**src/rtl/hcbp_pkg.sv**
```systemverilog
// Shared types and constants for the Huffman code bit packer.
package hcbp_pkg;

  localparam int unsigned ModeW = 2;
  localparam int unsigned SymW  = 8;
  localparam int unsigned CodeW = 20;
  localparam int unsigned LenW  = 5;
  localparam int unsigned ByteW = 8;
  // 7 pending bits plus a 20-bit code fit in four bytes
  localparam int unsigned WinW  = 32;

  localparam int unsigned MaxCodeLenDefault  = 20;
  localparam int unsigned SymbolCountDefault = 256;

  typedef enum logic [ModeW-1:0] {
    MODE_LOAD   = 2'd0,
    MODE_ENCODE = 2'd1,
    MODE_FLUSH  = 2'd2
  } hcbp_mode_e;

  typedef enum logic [1:0] {
    ST_IDLE,
    ST_LOOKUP,
    ST_EMIT
  } hcbp_state_e;

  typedef struct packed {
    logic            we;
    logic            re;
    logic [SymW-1:0] addr;
    logic [LenW-1:0] wlen;
    logic [CodeW-1:0] wcode;
  } hcbp_mem_req_t;

  typedef struct packed {
    logic merge;
    logic flush;
    logic step;
  } hcbp_pack_ctrl_t;

  typedef struct packed {
    logic             pending;
    logic [1:0]       merge_bytes;
    logic [ByteW-1:0] cur_byte;
    logic             last;
  } hcbp_pack_stat_t;

endpackage

```
**src/rtl/hcbp_packer.sv**
```systemverilog
// Bit accumulator, merge window and byte sequencer.
module hcbp_packer #(
  parameter int unsigned LEN_LIMIT = hcbp_pkg::CodeW
) (
  input  logic                          clk_i,
  input  logic                          rst_ni,
  input  hcbp_pkg::hcbp_pack_ctrl_t     ctrl_i,
  input  logic [hcbp_pkg::LenW-1:0]     rd_len_i,
  input  logic [hcbp_pkg::CodeW-1:0]    rd_code_i,
  output hcbp_pkg::hcbp_pack_stat_t     stat_o
);
  import hcbp_pkg::*;

  logic [ByteW-1:0] acc_q, acc_d;
  logic [2:0]       pend_q, pend_d;
  logic [WinW-1:0]  win_q, win_d;
  logic [1:0]       nbytes_q, nbytes_d;
  logic [1:0]       idx_q, idx_d;

  logic [LenW-1:0]  clen;
  logic [CodeW-1:0] code_m;
  logic [5:0]       total;
  logic [5:0]       shamt;
  logic [WinW-1:0]  win;
  logic [ByteW-1:0] win_rest;

  // merge the looked-up code behind the pending bits, MSB first
  always_comb begin
    clen   = (rd_len_i > LenW'(LEN_LIMIT)) ? LenW'(LEN_LIMIT) : rd_len_i;
    code_m = rd_code_i & ~({CodeW{1'b1}} << clen);
    total  = 6'(pend_q) + 6'(clen);
    shamt  = 6'(WinW) - total;
    win    = {acc_q, {(WinW-ByteW){1'b0}}} | (WinW'(code_m) << shamt);
    case (total[4:3])
      2'd0:    win_rest = win[31:24];
      2'd1:    win_rest = win[23:16];
      2'd2:    win_rest = win[15:8];
      default: win_rest = win[7:0];
    endcase
  end

  always_comb begin
    acc_d    = acc_q;
    pend_d   = pend_q;
    win_d    = win_q;
    nbytes_d = nbytes_q;
    idx_d    = idx_q;
    if (ctrl_i.merge) begin
      win_d    = win;
      nbytes_d = total[4:3];
      idx_d    = '0;
      acc_d    = win_rest;
      pend_d   = total[2:0];
    end else if (ctrl_i.flush) begin
      win_d    = {acc_q, {(WinW-ByteW){1'b0}}};
      nbytes_d = 2'd1;
      idx_d    = '0;
      acc_d    = '0;
      pend_d   = '0;
    end else if (ctrl_i.step) begin
      idx_d    = idx_q + 2'd1;
    end
  end

  always_ff @(posedge clk_i or negedge rst_ni) begin
    if (!rst_ni) begin
      acc_q    <= '0;
      pend_q   <= '0;
      nbytes_q <= '0;
      idx_q    <= '0;
    end else begin
      acc_q    <= acc_d;
      pend_q   <= pend_d;
      nbytes_q <= nbytes_d;
      idx_q    <= idx_d;
    end
  end

  always_ff @(posedge clk_i) begin
    win_q <= win_d;
  end

  always_comb begin
    stat_o.pending     = (pend_q != 3'd0);
    stat_o.merge_bytes = total[4:3];
    stat_o.last        = (idx_q == (nbytes_q - 2'd1));
    case (idx_q)
      2'd0:    stat_o.cur_byte = win_q[31:24];
      2'd1:    stat_o.cur_byte = win_q[23:16];
      2'd2:    stat_o.cur_byte = win_q[15:8];
      default: stat_o.cur_byte = win_q[7:0];
    endcase
  end

endmodule

```
**config.mk**
```make
export PLATFORM = sky130hd
export DESIGN_NAME = hcbp_packer
export DESIGN_NICKNAME = d
export VERILOG_FILES = /design/src/rtl/hcbp_pkg.sv /design/src/rtl/hcbp_packer.sv
export SDC_FILE = /design/constraint.sdc
export NUM_CORES = 1
export LEC_CHECK = 0
export BUFFER_PORTS_ARGS = -buffer_cell sky130_fd_sc_hd__buf_4
export CAP_MARGIN = 20
export CORE_MARGIN = 2
export CORE_UTILIZATION = 40
export DETAILED_ROUTE_END_ITERATION = 8
export GPL_TIMING_DRIVEN = 0
export PLACE_DENSITY = 0.7
export SLEW_MARGIN = 20
export SYNTH_ARGS = -nofsm -noshare
export SYNTH_HDL_FRONTEND = slang
export SYNTH_SLANG_ARGS = --single-unit
```
**constraint.sdc**
```tcl
create_clock -name clk_i -period 5.5 [get_ports clk_i]
set_clock_uncertainty 0.15 [all_clocks]
set_input_delay 0.275 -clock clk_i [delete_from_list [all_inputs] [get_ports clk_i]]
set_output_delay 0.275 -clock clk_i [all_outputs]
set_load 0.02 [all_outputs]
```
======== Word level (Yosys, flattened, before mapping) ========
Index checks and enable logic that the tools add are counted.
cells by class
  reductions and logical operators ........ 5
  add/sub/neg operators ................... 4
  mux-type cells .......................... 14
  bitwise gates (word level) .............. 3
  order comparisons ....................... 1
  shifts and indexed selects .............. 2
  equality and inequality tests ........... 5
operators by type and width
  operator                                              count
  two-way mux 32 bit                                    2
  one-hot mux 8 bit (3 select lines)                    2
  OR 32 bit                                             1
  << shifter 20 x 6 -> 32 bit                           1
  AND 20 bit                                            1
  NOT 20 bit                                            1
  << shifter 20 x 5 -> 20 bit (first input constant)    1
  two-way mux 8 bit                                     2
  two-way mux 2 bit                                     5
  adder 3 x 5 -> 6 bit                                  1
  two-way mux 3 bit                                     2
  nonzero test 3 bit                                    2
  subtractor 6 bit (first input constant)               1
  > comparator 5 bit (second input constant)            1
  two-way mux 5 bit                                     1
  equality test 2 x 1 -> 1 bit (second input constant)  2
  equality test 2 bit (second input constant)           2
  zero test 2 bit                                       2
  adder 2 x 1 -> 2 bit (second input constant)          1
  equality test 2 bit                                   1
  nonzero test 2 bit                                    1
  subtractor 2 x 1 -> 2 bit (second input constant)     1
word-level totals
  register bits after elaboration ......... 47
  output and inout bits ................... 12

======== Longest topological paths before layout ========
Gate-level depths: netlist of run 1.
  depth after elaboration ................. 9
  gate-level depth with buffers ........... 21
  gate-level depth less buffers ........... 14

======== Worst setup path after synthesis of run 1 ========
OpenSTA, ideal clock, no wires.
  kind .................................... input -> register
  start point ............................. input rd_len_i[4] (netlist name)
  end point ............................... register win_q[27], data pin
  slack ................................... 0.942 ns
  stages .................................. 18
  data required time ...................... 5.217 ns
  arrival ................................. 4.275 ns
  cells stage by stage .................... clkbuf_1 -> buf_1 -> o21ai_0 -> and2_1 -> ha_1 -> clkbuf_1 -> clkinv_1 -> buf_1 -> ha_1 -> buf_2 -> buf_2 -> buf_2 -> o211ai_1 -> a311oi_1 -> inv_1 -> a211oi_1 -> o21ai_0 -> nand2b_1
between the ends
  longest elaborated chain between the ends .. 8
  elaborated cells on any way between the ends .. 10
  those cells by class .................... 2 x add/sub; 1 x order compare; 2 x shift; 2 x mux; 3 x bitwise
ends and longest elaborated chain
  element                                                                       line               RTL
  from (decl)                                                                   hcbp_packer.sv:8   input logic [hcbp_pkg::LenW-1:0] rd_len_i,
  > comparator 5 bit                                                            hcbp_packer.sv:29  clen = (rd_len_i > LenW'(LEN_LIMIT)) ? LenW'(LEN_LIMIT) : rd_len_i;
  two-way mux 5 bit *                                                           hcbp_packer.sv:29
  parallel branches: the longest is 3 deep, another holds adder 3 x 5 -> 6 bit  -
  << shifter 20 x 6 -> 32 bit *                                                 hcbp_packer.sv:33  win = {acc_q, {(WinW-ByteW){1'b0}}} | (WinW'(code_m) << shamt);
  OR 32 bit *                                                                   hcbp_packer.sv:33
  two-way mux 32 bit *                                                          hcbp_packer.sv:48  if (ctrl_i.merge) begin
  named net win_d[27]                                                           hcbp_packer.sv:16  logic [WinW-1:0] win_q, win_d;
  to (signal assigned)                                                          hcbp_packer.sv:80  win_q <= win_d;
  to (decl)                                                                     hcbp_packer.sv:16
Mark *: on every way through the listed nets, which the timed path passes.
A chain may end at the register's enable or synchronous reset.

======== Worst setup path after layout of run 1 ========
  start point ............................. input rd_len_i[4] (netlist name)
  end point ............................... register acc_q[5]
between the ends
  longest elaborated chain between the ends .. 9
  elaborated cells on any way between the ends .. 14
  those cells by class .................... 2 x add/sub; 1 x order compare; 2 x eq/ne; 2 x shift; 3 x mux; 3 x bitwise; 1 x reduce/logical
ends and longest elaborated chain
  element                                                                       line               RTL
  > comparator 5 bit                                                            hcbp_packer.sv:29
  two-way mux 5 bit *                                                           hcbp_packer.sv:29
  parallel branches: the longest is 5 deep, another holds adder 3 x 5 -> 6 bit  -
  one-hot mux 8 bit (3 select lines) *                                          hcbp_packer.sv:34  case (total[4:3])
  two-way mux 8 bit *                                                           hcbp_packer.sv:48
  to (signal assigned)                                                          hcbp_packer.sv:67  acc_q <= '0;
  to (signal assigned)                                                          hcbp_packer.sv:72  acc_q <= acc_d;
  to (decl)                                                                     hcbp_packer.sv:14  logic [ByteW-1:0] acc_q, acc_d;
Mark *: on every way between the ends.

==> results of run 1 <==
[per-layer routing]
layer | track usage (%) | up-vias
met4 | 9.52 | 0
met3 | 2.53 | 33
met5 | 0 | -
met1 | 32.8 | 2051
li1 | - | 2070
met2 | 42.1 | 230
[state kept, by name, summed over array words and instances (netlist names)]
register / flops
pend_q: 3
nbytes_q: 2
acc_q: 8
win_q: 32
idx_q: 2
[worst min-delay path by stage]
| stage | from | slack [ps] | to |
|---|---|---|---|
| 6_report | ctrl_i[1] | 60 | pend_q[1] |
| 3_5_place_dp | rst_ni | 2 | nbytes_q[1] |
| 5_1_grt | ctrl_i[1] | 60 | pend_q[1] |
| 4_1_cts | ctrl_i[1] | 50 | pend_q[1] |
| 3_3_place_gp | rst_ni | 0.5 | idx_q[0] |
| 2_1_floorplan | rst_ni | -170 | acc_q[0] |
[synth_stat cells, types with 4 or more instances]
cell | n | share of area, %
o21ai_0 | 43 | 4.9
nand3_1 | 22 | 2.5
nor2b_1 | 5 | 0.72
a211oi_1 | 8 | 1.4
nand4_1 | 4 | 0.57
a211o_1 | 4 | 0.80
buf_2 | 12 | 1.4
nor2_1 | 37 | 3.2
and3_1 | 6 | 0.86
mux2i_1 | 28 | 6.4
xnor2_1 | 4 | 0.80
or3_1 | 8 | 1.1
o211ai_1 | 14 | 2.4
nand2b_1 | 4 | 0.57
a21oi_1 | 26 | 3.0
buf_1 | 7 | 0.60
nor3_1 | 13 | 1.5
clkbuf_1 | 26 | 2.2
a31oi_1 | 10 | 1.4
ha_1 | 8 | 2.3
a22oi_1 | 4 | 0.69
edfxtp_1 | 32 | 22
nand2_1 | 38 | 3.3
or4_1 | 5 | 0.86
o22ai_1 | 4 | 0.57
a222oi_1 | 8 | 1.8
o31ai_1 | 6 | 1.0
inv_1 | 25 | 2.2
and2_1 | 5 | 0.72
a21o_1 | 5 | 0.86
dfrtp_1 | 15 | 8.6
mux2_2 | 7 | 1.8
[critical path, stage by stage]
cell and delay [ps]:
buf_4 180, buf_2 250, o21ai_0 270, and2_1 260, ha_2 480, clkinv_1 260
buf_1 350, ha_1 400, buf_2 240, buf_2 300, nor4_1 80, nor3_1 390
o21ai_0 140, o22a_1 250, mux2_2 280, o22ai_1 270, o21ai_0 140, a221oi_1 280
[through the flow]
step	hold WS, ps	instances	util [%]
4_1_cts	53.5	705	45.9
3_3_place_gp	0.545	697	45.0
6_report	57.2	702	45.8
2_1_floorplan	-171	517	-
5_1_grt	58.7	702	45.8
3_5_place_dp	1.90	697	45.0
[logic make-up after synthesis]
family | share of synthesized area, %
AND/OR/NAND/NOR | 19.8
flip-flops | 30.7
XOR/XNOR | 2.27
adder cells (fa/ha/maj) | 2.76
AO/OA/AOI/OAI | 28.5
multiplexers | 9.27
buffers and inverters | 6.72
[cells in the final DEF, fill, tap and decap left out, drive strengths merged, types with 14 or more instances in the layout]
| cell | netlist | layout |
|---|---|---|
| buf | 20 | 59 |
| o21ai | 45 | 45 |
| nor2 | 41 | 41 |
| nand2 | 38 | 38 |
| edfxtp | 32 | 32 |
| clkbuf | 26 | 29 |
| mux2i | 28 | 28 |
| a21oi | 27 | 27 |
| inv | 25 | 25 |
| nand3 | 22 | 22 |
| dfrtp | 15 | 15 |
| o211ai | 14 | 14 |
[power by group through the flow]
stage | logic [mW] | registers [mW] | clock network, mW
final | 1.82 | 0.568 | 0.195
after global routing | 1.99 | 0.580 | 0.209
after CTS | 1.79 | 0.567 | 0.197
after detailed placement | 1.77 | 0.575 | 0
after global placement | 1.77 | 0.571 | 0
after floorplan | 1.28 | 0.561 | 0
[cell type report]
class | count | share of cell area (%)
Timing Repair Buffer | 41 | 6.31
Clock inverter | 2 | 0.153
Buffer | 42 | 3.69
Multi-Input combinational cell | 398 | 55.7
Inverter | 26 | 1.98
Clock buffer | 6 | 1.48
Tap cell | 140 | 3.56
Sequential cell | 47 | 27.2
[what timing repair did]
action	in CTS	in global routing
endpoints found under the hold margin	15	0
setup endpoints to repair	21	21
gates resized for setup	3	1
buffers inserted	0	0
cloned	0	0
hold buffers	1	0
==> run metrics, run 1 <==
Detailed Routing Iterations Pass 1=5; initial cell density of the core=40.6%; Slew Limit Fails=0; clk buf depth=2; post-place setup slack=-644 ps; Worst EP arrival=5120 ps; required time of the critical path=5540 ps; wirelength, routed=14,200 um; largest net degree at the start of global routing=39; YS warnings=0; Fin. Hold Viols=0; global-route wire length before repair=22,600 um; RSZ-0062 raised after global routing=no; Inserted Clock Buffers=5; R2R depth=14; reg2reg start=pend_q[0]; register area=1340 sq um; power density over the cells=526 nW/um^2; post-route setup TNS=0 ps; CTS tree=done; Psw=1.32 mW; final worst slack=424 ps; port bufs=40; max cap viols=0; Synth Flop Type=edfxtp_1; Placer Congestion=1.00; Syn Std Cell Area=4360 sq um; Layout area overhead=12.9%; CTS Root Cell=clkbuf_8; crit path launch type=input pin; ANT nets after route=0; Synth Instances=517; FILL cells=1,053; status=finished, final reports clean; Clock transition at path regs=80 ps; CP endpoint=acc_q[5]; Hold Crit Class=input pin to flop; H-tree depth=2; Worst Setup SP=rd_len_i[4]; Final Cycle Share=92.3%; Int Power=1.27 mW; Clk Latency, worst-skew pair=300 ps; Clock power frac=7.5%; routed vias/inst=6.25; P_leak=1.92 nW; part of the power in registers=22.0%; CORE AREA=10,700 sq um; Least-Margin Pin Slew=741 ps; worst-path fanout max=16; peak supply drop=0.181 mV; critical path type=input pin to flop; Crit Reg-Reg Endpoint=acc_q[5]; Final Instance Area=4920 sq um; CTS Sinks=47; sw frac=51.0%; # setup viols final=0; # nets final=600; crit path capture type=flop; die height=108 um; initial antenna violation count=0; f_max=197 MHz; EDFF count, synth=32; Yosys cell types=79; dpl cell area=4830 sq um; Mapped Nets=556; Vias=4,384; area of the multi-input gates=2740 sq um; HPWL after detailed placement=11,300 um; total power=2.59 mW; Mapped Avg Cell Area=8.43 sq um; # IOs=42; flop-to-flop setup slack=930 ps; GRT overflow=0; Initial DRC Count=411; share of cells above drive strength 1=15.5%; DR WL/cell=20.3 um; drc violations=0; GRT Overall Usage=24.9%; ys async rst share=31.9%; metal1 wirelength=6060 um; Seq/Total Area, Yosys=30.7%; met3 wire len=1030 um; crit path time final=5080 ps; vias in the first global route=4,093; Synth Register Bits=47; Max Used Layer=met4; Site Rows=38; Logic pwr share=70.5%; Hold Crit Depth=2; die area=11,700 sq um; worst rel slew slack=49.9%; Die Wd=108 um; Ant. Diodes=0; WL met2=6670 um
Note: power is estimated with default switching activity, not from simulation.
==> inputs of run 2 (changes only) <==
--- a/config.mk
+++ b/config.mk
@@ -5,13 +5,14 @@
 export SDC_FILE = /design/constraint.sdc
 export NUM_CORES = 1
 export LEC_CHECK = 0
+export ABC_AREA = 1
 export BUFFER_PORTS_ARGS = -buffer_cell sky130_fd_sc_hd__buf_4
 export CAP_MARGIN = 20
 export CORE_MARGIN = 2
 export CORE_UTILIZATION = 40
 export DETAILED_ROUTE_END_ITERATION = 8
 export GPL_TIMING_DRIVEN = 0
-export PLACE_DENSITY = 0.7
+export PLACE_DENSITY = 0.72
 export SLEW_MARGIN = 20
 export SYNTH_ARGS = -nofsm -noshare
 export SYNTH_HDL_FRONTEND = slang
==> constraint.sdc (replaced) <==
create_clock -name clk_i -period 4.6 [get_ports clk_i]
set_clock_uncertainty 0.15 [all_clocks]
set_input_delay 0.23 -clock clk_i [delete_from_list [all_inputs] [get_ports clk_i]]
set_output_delay 0.23 -clock clk_i [all_outputs]
set_load 0.02 [all_outputs]
==> run metrics, run 2 <==
status=finished, final reports clean; Inserted Clock Buffers=5 (unchanged); power density over the cells=634 nW/um^2 (+21%); crit path time final=3910 ps; Synth Instances=615 (+19%); Yosys cell types=33 (-58%); HPWL after detailed placement=10,100 um (-10%); CTS tree=done; worst rel slew slack=46.6% (-3.3 points); drc violations=0 (unchanged); final worst slack=687 ps (+263 ps); Synth top area share=24.0% (+1.9 points); Die Wd=104 um (-4.0%); Yosys top cell by area=edfxtp_1; ANT nets after route=0 (unchanged); most frequent cells in the layout=179 x nand2_1, 134 x nand3_1, 59 x nor2_1; Mapped Nets=654 (+18%); total power=2.93 mW (+13%); # nets final=703 (+17%); biggest regs=win_q x32, acc_q x8, pend_q x3; clk buf depth=2 (unchanged); Least-Margin Pin Slew=798 ps (+56.1 ps); # setup viols final=0 (unchanged); GRT overflow=0 (unchanged); largest net degree at the start of global routing=39 (unchanged); Synth Flop Type=edfxtp_1; flop-to-flop setup slack=870 ps (-60 ps); required time of the critical path=4650 ps (-890 ps); EDFF count, synth=32 (unchanged); f_max=256 MHz; ys async rst share=31.9% (unchanged); Slew Limit Fails=0 (unchanged); DR WL/cell=15.5 um (-23%); # IOs=42 (unchanged); die area=10,800 sq um (-7.8%); Initial DRC Count=302 (-27%); Mapped Avg Cell Area=6.51 sq um (-23%); global-route wire length before repair=20,800 um (-8.0%); CTS Root Cell=clkbuf_8; CORE AREA=9730 sq um (-9.5%); die height=104 um (-4.0%); Seq/Total Area, Yosys=33.4% (+2.7 points); Placer Congestion=0.954 (-5.0%); most common cell in the synthesized netlist=nand2_1; Syn Std Cell Area=4010 sq um (-8.1%); Synth Register Bits=47 (unchanged); Fin. Hold Viols=0 (unchanged); CP endpoint=acc_q[1]; P_leak=2.22 nW (+16%); Worst EP arrival=3960 ps (-1160 ps); Clock transition at path regs=90 ps (about the same); H-tree depth=2 (unchanged); post-route setup TNS=0 ps (unchanged); Final Cycle Share=85.1%; Synth top cells by count=179 x nand2_1, 134 x nand3_1, 59 x nor2_1, 50 x inv_1, 37 x o21ai_0; wirelength, routed=12,400 um (-13%); Vias=4,272 (-2.6%); vias in the first global route=4,106 (+0.32%); max cap viols=0 (unchanged); Clk Latency, worst-skew pair=300 ps (about the same); RSZ-0062 raised after global routing=no; Synth area leaders=edfxtp_1 24%, nand2_1 17%, nand3_1 17%, dfrtp_1 9.4%, nor2_1 5.5%; YS warnings=0 (unchanged); Detailed Routing Iterations Pass 1=5 (unchanged); max reg flops=32 (unchanged); crit path capture type=flop; initial cell density of the core=41.2% (+0.61 points); Hold Crit Class=input pin to flop; Hold WS=41.2 ps (-16.0 ps); Biggest register=win_q; CTS Sinks=47 (unchanged); port bufs=41 (+2.5%); worst-path fanout max=10 (-6); Site Rows=36 (-5.3%); routed vias/inst=5.35 (-14%); peak supply drop=0.245 mV (+36%); reg2reg start=pend_q[0]; share of cells above drive strength 1=10.5% (-5.0 points); commonest non-fill, non-tap cell in the layout=nand2_1; R2R depth=17 (+3); post-place setup slack=463 ps (+1110 ps); initial antenna violation count=0 (unchanged); critical path type=input pin to flop; Worst Setup SP=rd_len_i[4]; GRT Overall Usage=23.5% (-1.4 points); crit path launch type=input pin; Ant. Diodes=0 (unchanged); Layout area overhead=15.4%; Crit Reg-Reg Endpoint=acc_q[1]
run 2: changes by cell type in the layout (fill, tap and decap cells not counted), moves of 9 or more:
cell      before  now
nand2_1       38  179
nand3_1       22  134
mux2i_1       28    0
inv_1         24   49
nor2_1        37   59
nor3_1        13    0
clkbuf_1      24   13
a31oi_1       10    1
o211ai_1      14    5
run 2: worst max-delay path, cell delays in order:
cell and delay [ps]:
buf_4 80, buf_4 170, o21ai_0 160, a31oi_1 210, nor2_1 60, ha_1 360, inv_1 230, buf_1 420
ha_1 380, inv_1 150, clkbuf_1 410, nand3_1 190, nand3_1 120, nand2_1 100, o21ai_0 210, inv_1 70
nand3_1 100, nor2_1 50, nor2_1 90, nand2_1 60, nand2_1 50, nand2_1 40
run 2: routing by layer:
metal	vias up	wire length (um)	track usage, %
li1	2168	-	-
met2	145	5940	40.6
met1	1938	5720	30.8
met4	0	307	8.40
met5	-	0	0
met3	21	408	2.07
run 2: logic make-up (layout without fill, tap and decap cells):
| group | after synthesis | in the layout | synth area share (%) |
|---|---|---|---|
| and+or+nand+nor | 396 | 396 | 43.5 |
| AOI/OAI and AO/OA | 82 | 82 | 11.6 |
| buffers and inverters | 79 | 129 | 8.12 |
| DFF | 47 | 47 | 33.4 |
| adders and majority gates | 9 | 9 | 3.00 |
| xor gates and xnor gates | 2 | 2 | 0.437 |
run 2: how the worst min path moves through the flow:
stage	from	to	slack (ps)	depth (start not counted)
after floorplan	rst_ni	acc_q[0]	-220	0
after global placement	rst_ni	acc_q[2]	-50	1
after detailed placement	rst_ni	acc_q[2]	-40	1
after CTS	ctrl_i[0]	idx_q[1]	40	3
after global routing	ctrl_i[0]	idx_q[0]	60	3
final	ctrl_i[0]	idx_q[0]	40	3
run 2: power by group:
| part | leakage [nW] | switching [mW] | internal [mW] |
|---|---|---|---|
| clock network | 0.0654 | 0.141 | 0.217 |
| logic | 1.61 | 1.30 | 0.608 |
| registers | 0.540 | 0.0487 | 0.613 |
| total | 2.22 | 1.49 | 1.44 |
run 2: stage by stage:
step / utilization (%) / area, sq um / instances
after global placement: 46.1 / 4480 / 789
final: 47.5 / 4620 / 798
after CTS: 47.5 / 4620 / 798
after floorplan: - / 4010 / 615
after detailed placement: 46.1 / 4480 / 789
after global routing: 47.5 / 4620 / 798
run 2: layout make-up:
| cell class | count | area, sq um |
|---|---|---|
| Fill cell | 1022 | 5110 |
| Multi-Input combinational cell | 489 | 2340 |
| Sequential cell | 47 | 1340 |
| Timing Repair Buffer | 42 | 318 |
| Inverter | 53 | 199 |
| Tap cell | 133 | 166 |
| Buffer | 26 | 126 |
| Clock buffer | 6 | 72.6 |
| Clock inverter | 2 | 60.1 |
run 2: repair_timing:
item,in CTS,in global routing
gates resized for setup,0,0
hold endpoints to repair,15,0
endpoints found under the setup margin,0,0
hold buffers,1,0
setup buffers,0,0
